===== src/rtl/drt_mem.sv =====
// simple dual-port synchronous memory, one write and one read port
// read data registered; no dependencies
module drt_mem #(
	parameter int DEPTH = 64,
	parameter int WIDTH = 8
) (
	input  logic                                   clk,
	input  logic                                   we,
	input  logic [(DEPTH > 1 ? $clog2(DEPTH) : 1)-1:0] waddr,
	input  logic [WIDTH-1:0]                       wdata,
	input  logic [(DEPTH > 1 ? $clog2(DEPTH) : 1)-1:0] raddr,
	output logic [WIDTH-1:0]                       rdata
);

	logic [WIDTH-1:0] mem_q [DEPTH];

	always_ff @(posedge clk) begin
		if (we) begin
			mem_q[waddr] <= wdata;
		end
	end

	always_ff @(posedge clk) begin
		rdata <= mem_q[raddr];
	end

endmodule


===== config.mk =====
export PLATFORM = sky130hd
export DESIGN_NAME = drt_mem
export DESIGN_NICKNAME = d
export VERILOG_FILES = /design/src/rtl/drt_mem.sv
export SDC_FILE = /design/constraint.sdc
export NUM_CORES = 1
export LEC_CHECK = 0
export BUFFER_PORTS_ARGS = -buffer_cell sky130_fd_sc_hd__buf_2
export CAP_MARGIN = 10
export CORE_ASPECT_RATIO = 1.4
export CORE_MARGIN = 2
export CORE_UTILIZATION = 38
export CTS_CLUSTER_DIAMETER = 200
export DETAILED_ROUTE_END_ITERATION = 7
export PLACE_DENSITY_LB_ADDON = 0.25
export SLEW_MARGIN = 15
export SYNTH_ARGS = -nofsm -noshare
export SYNTH_HDL_FRONTEND = slang
export SYNTH_SLANG_ARGS = --single-unit
export TNS_END_PERCENT = 50

===== constraint.sdc =====
create_clock -name clk -period 2 [get_ports clk]
set_clock_uncertainty 0.15 [all_clocks]
set_input_delay 0.2 -clock clk [delete_from_list [all_inputs] [get_ports clk]]
set_output_delay 0.2 -clock clk [all_outputs]
set_load 0.01 [all_outputs]

After elaboration in Yosys (flattened, before gate mapping)
Memory sizes are Yosys's and may differ from the RTL's. A register that Yosys moved wholly into a read port is not among the register bits.
Cells that the tools add are included.
{"block": "totals", "mem_count": 1, "inputBits": 22, "ff_bits": 0, "wordCells": 3, "ram_bits": 512, "output_inout_bits": 8}
{"name": "mem_q", "words": 64, "width": 8, "read_ports": 1, "rd_ports_with_merged_regs": 1, "wr": 1, "line_no": "15", "text": "logic [WIDTH-1:0] mem_q [DEPTH];"}
{"block": "classes", "n_mux": 2}
{"op": "$mux 1", "count": 2}

Logic depth before layout (Yosys ltp)
{"block": "depth", "ltp_word": 2, "depth_mapped": 9, "ltp_nobuf": 5}

Worst setup path after synthesis
Ideal clock, no wire load.
{"block": "synth_path", "kind": "input-to-reg", "startpoint": "in raddr[1] (netlist name)", "endpoint": "reg rdata[3], read port of mem_q", "t_required_ns": 1.722, "setup_ns": 0.128, "arrival_ns": 1.740, "path_buffers": 3, "path_stages": 7, "setup_slack_ns": -0.018, "cell_sequence": "buf_4 buf_2 buf_2 mux4_2 mux4_2 o21ai_1 o41ai_1"}
{"item": "start: declaration", "line_no": "11", "text": "input logic [(DEPTH > 1 ? $clog2(DEPTH) : 1)-1:0] raddr,"}
{"item": "end: declaration", "line_no": "12", "text": "output logic [WIDTH-1:0] rdata"}

==> impl_results.md <==
- CTS buffer count: 48
- Die Span Y: 277 µm
- Clk_lat worst skew: 0.56 ns
- First-pass GRT wire length: 71100 µm
- RSZ-0062 raised after global routing: true
- EDFF count, synth: 512
- Crit path time final: 1.99 ns
- Post-synthesis mux area share: 15.9%
- DR pass1 iterations: 5
- Antenna violation net count after detailed routing: 0
- Syn_nets: 962
- Number of distinct library cells after synthesis: 40
- Peak supply drop: 0.560 mV
- Hold Path Class: in2reg
- Worst Setup Path Type: in2reg
- Status: finished clean
- Initial core utilization: 38.6%
- Clock sinks: 520
- Hold slack: 0.0256 ns
- Hold Vio Cnt, Final: 0
- Root buffer cell: clkbuf_16
- Antenna Diode Count: 0
- Highest clock rate: 502 MHz
- #FFs+latches synth: 520
- CP max FO: 10
- Initial antenna violation count: 1
- Internal: 18.1 mW
- Switch share: 20.5%
- Total track usage: 18.0%
- Slew headroom: 32.7%
- CTS tree: built
- Setup Buffers After CTS: 0
- Global route overflow: 0
- Worst setup SP type: input pin
- Clock Path Buffers: 3
- Mapped Avg Cell Area: 21.5 µm²
- DRT Wirelength: 48200 µm
- Io pins: 30
- Crit share post-route: 99.6%
- DRC violations left: 0
- Slowest stage cell, crit path: dlygate4sd3_1
- Setup crit end kind: register
- Vias per Instance: 5.27
- Synth Flop Type: edfxtp_1
- Fillers: 4461
- Layout cells sized above 1: 35.2%
- Cell Area, Synth: 20200 µm²
- Die area: 55000 µm²
- HPWL after detailed placement: 32100 µm
- Largest net degree at the start of global routing: 65
- Clock power frac: 41.1%
- Max Cap Violations: 0
- Power Density: 948 nW/µm²
- Final core utilization: 46.0%
- Crit path required time: 2.31 ns
- Worst slew pin tran: 1.01 ns
- Largest family of logic cells by synthesized area: multiplexers
- Simple-gate share of the synthesized area: 3.39%
- Critical Path Max Stage Delay: 0.88 ns
- Post-synthesis sequential area ratio: 77.0%
- Max Slew Vio Count: 0
- Xor/xnor share of the synthesized area: 0%
- Htree depth: 2
- Core area: 52300 µm²
- # setup viols final: 0
- Seq pwr share: 53.1%
- Cell Rows: 99
- Compound-cell area share of the yosys netlist: 2.07%
- Async set-reset flop share out of synthesis: 0%
- Routability-driven placement congestion ratio: 0.787
- Routed wire per std cell: 25.6 µm
- Critical path arrival: 2.30 ns
- P_leak: 7.79 nW
- Critical path cell sequence: dlygate4sd3_1 > buf_2 > dlygate4sd3_1 > nand3_1 > o32ai_1
- Vias in the first global route: 10400
- Via Count: 9902
- Synth warn: 0
- Clock-pin slew of the registers on the worst-case setup and hold paths: 0.06 ns
- Power share of the combinational group: 5.8%
- Mapped Cells: 940
- I/O Buffers: 29
- Die X: 199 µm
- Drt initial violations: 775
- Overall Power: 22.8 mW
- Most frequent CP cell: dlygate4sd3_1
- Layout area overhead: 19.3%
- Nets: 1157
- NetSw: 4.66 mW
- Adder-Cell Fraction of Synth Area: 0%
[repair_timing]
action,4_1_cts,5_1_grt
pin swaps,1,4
hold buffers,3,0
hold endpoints to repair,7,0
resized for setup,9,9
setup endpoints to repair,6,8
[final timing paths]
kind                                              from          endpoint  slack (ns)  cells past startpoint
worst min-delay path                          raddr[3]  rdata[7]$_DFF_P_        0.03                      4
worst min register to register  mem_q[18][2]$_DFFE_PP_  rdata[2]$_DFF_P_        0.72                      4
worst max register to register   mem_q[3][3]$_DFFE_PP_  rdata[3]$_DFF_P_       0.009                      5
worst max-delay path                          raddr[5]  rdata[4]$_DFF_P_       0.009                      5
[through the flow]
step	instances	cell area (µm²)	setup TNS, ns	setup WS [ns]
after floorplan	940	20200	0	0.0100
after global placement	1789	22300	-2.61	-0.404
after detailed placement	1789	22300	-2.59	-0.420
after CTS	1879	24000	0	0.00303
after global routing	1879	24100	-0.0802	-0.0463
final	1879	24100	0	0.00897
[Yosys cell counts (2+ instances only)]
cell	number	area share (%)
nand3b_1	3	0.11
dfxtp_1	8	0.79
buf_4	13	0.48
nand3_1	13	0.32
mux2_2	13	0.73
o21ai_0	2	0.050
o21a_1	2	0.074
nor3_1	7	0.17
buf_1	4	0.074
nor2_1	83	1.5
o32ai_1	2	0.087
buf_12	2	0.20
o221ai_1	8	0.35
a22oi_1	3	0.11
o221a_2	2	0.11
edfxtp_1	512	76
nand4_1	2	0.062
a2111oi_0	2	0.087
o21ai_1	2	0.050
a21oi_1	3	0.074
nand2_1	19	0.35
buf_6	4	0.22
buf_2	11	0.27
o2bb2ai_1	3	0.13
a211oi_1	4	0.15
nor2b_1	14	0.43
clkbuf_1	17	0.32
nand2b_1	7	0.22
o2111ai_1	3	0.13
mux4_2	126	14
a221oi_1	6	0.26
o22ai_1	8	0.25
mux2i_1	23	1.1
nor4_1	2	0.062
o41ai_1	2	0.087
[cell type report]
type                       instances  area, µm²  area share [%]
tap                              707        885            3.68
sequential                       520      15500            64.6
clock inverter                    32        364            1.51
clock buffer                      55       1250            5.19
timing repair buffer             196       1620            6.75
multi-input combinational        369       4400            18.3
[sequential cells by signal, summed over array words and instances, names as in the netlist]
register  cells
mem_q       512
rdata         8
[power groups by stage]
stage / combinational, mW / clock, mW / sequential, mW
2_1_floorplan: 0.643 / 0 / 12.3
3_3_place_gp: 1.30 / 0 / 12.3
3_5_place_dp: 1.31 / 0 / 12.3
4_1_cts: 1.33 / 9.59 / 12.1
5_1_grt: 1.41 / 9.96 / 12.1
6_report: 1.31 / 9.38 / 12.1
[critical path, delay by kind of cell]
family	cells	cell delay [ns]
buf+inv	3	1.72
compound gates	1	0.17
simple gates	1	0.20
[placed cells by master, fill, tap and decap left out, drive strengths merged, types with 13 or more instances in the layout]
| master | synthesis | final |
|---|---|---|
| nand2 | 19 | 19 |
| nor2b | 14 | 14 |
| nand3 | 13 | 13 |
| clkinv | 0 | 21 |
| nor2 | 83 | 83 |
| buf | 34 | 192 |
| mux2 | 13 | 13 |
| mux4 | 126 | 126 |
| edfxtp | 512 | 512 |
| mux2i | 23 | 23 |
| clkbuf | 17 | 56 |
[layer usage]
metal	part of all wire, %	track usage [%]
met1	39	22.0
met2	54	32.5
met3	3.8	2.03
met4	3.7	6.79
met5	0	0
[cell families (layout without fill, tap and decap cells)]
kind of cell	Yosys count	count (layout)
DFF	520	520
muxes	162	162
and+or+nand+nor	153	153
buffers and inverters	51	283
AOI/OAI and AO/OA	54	54
No activity file was read; power rests on OpenSTA's default activity.
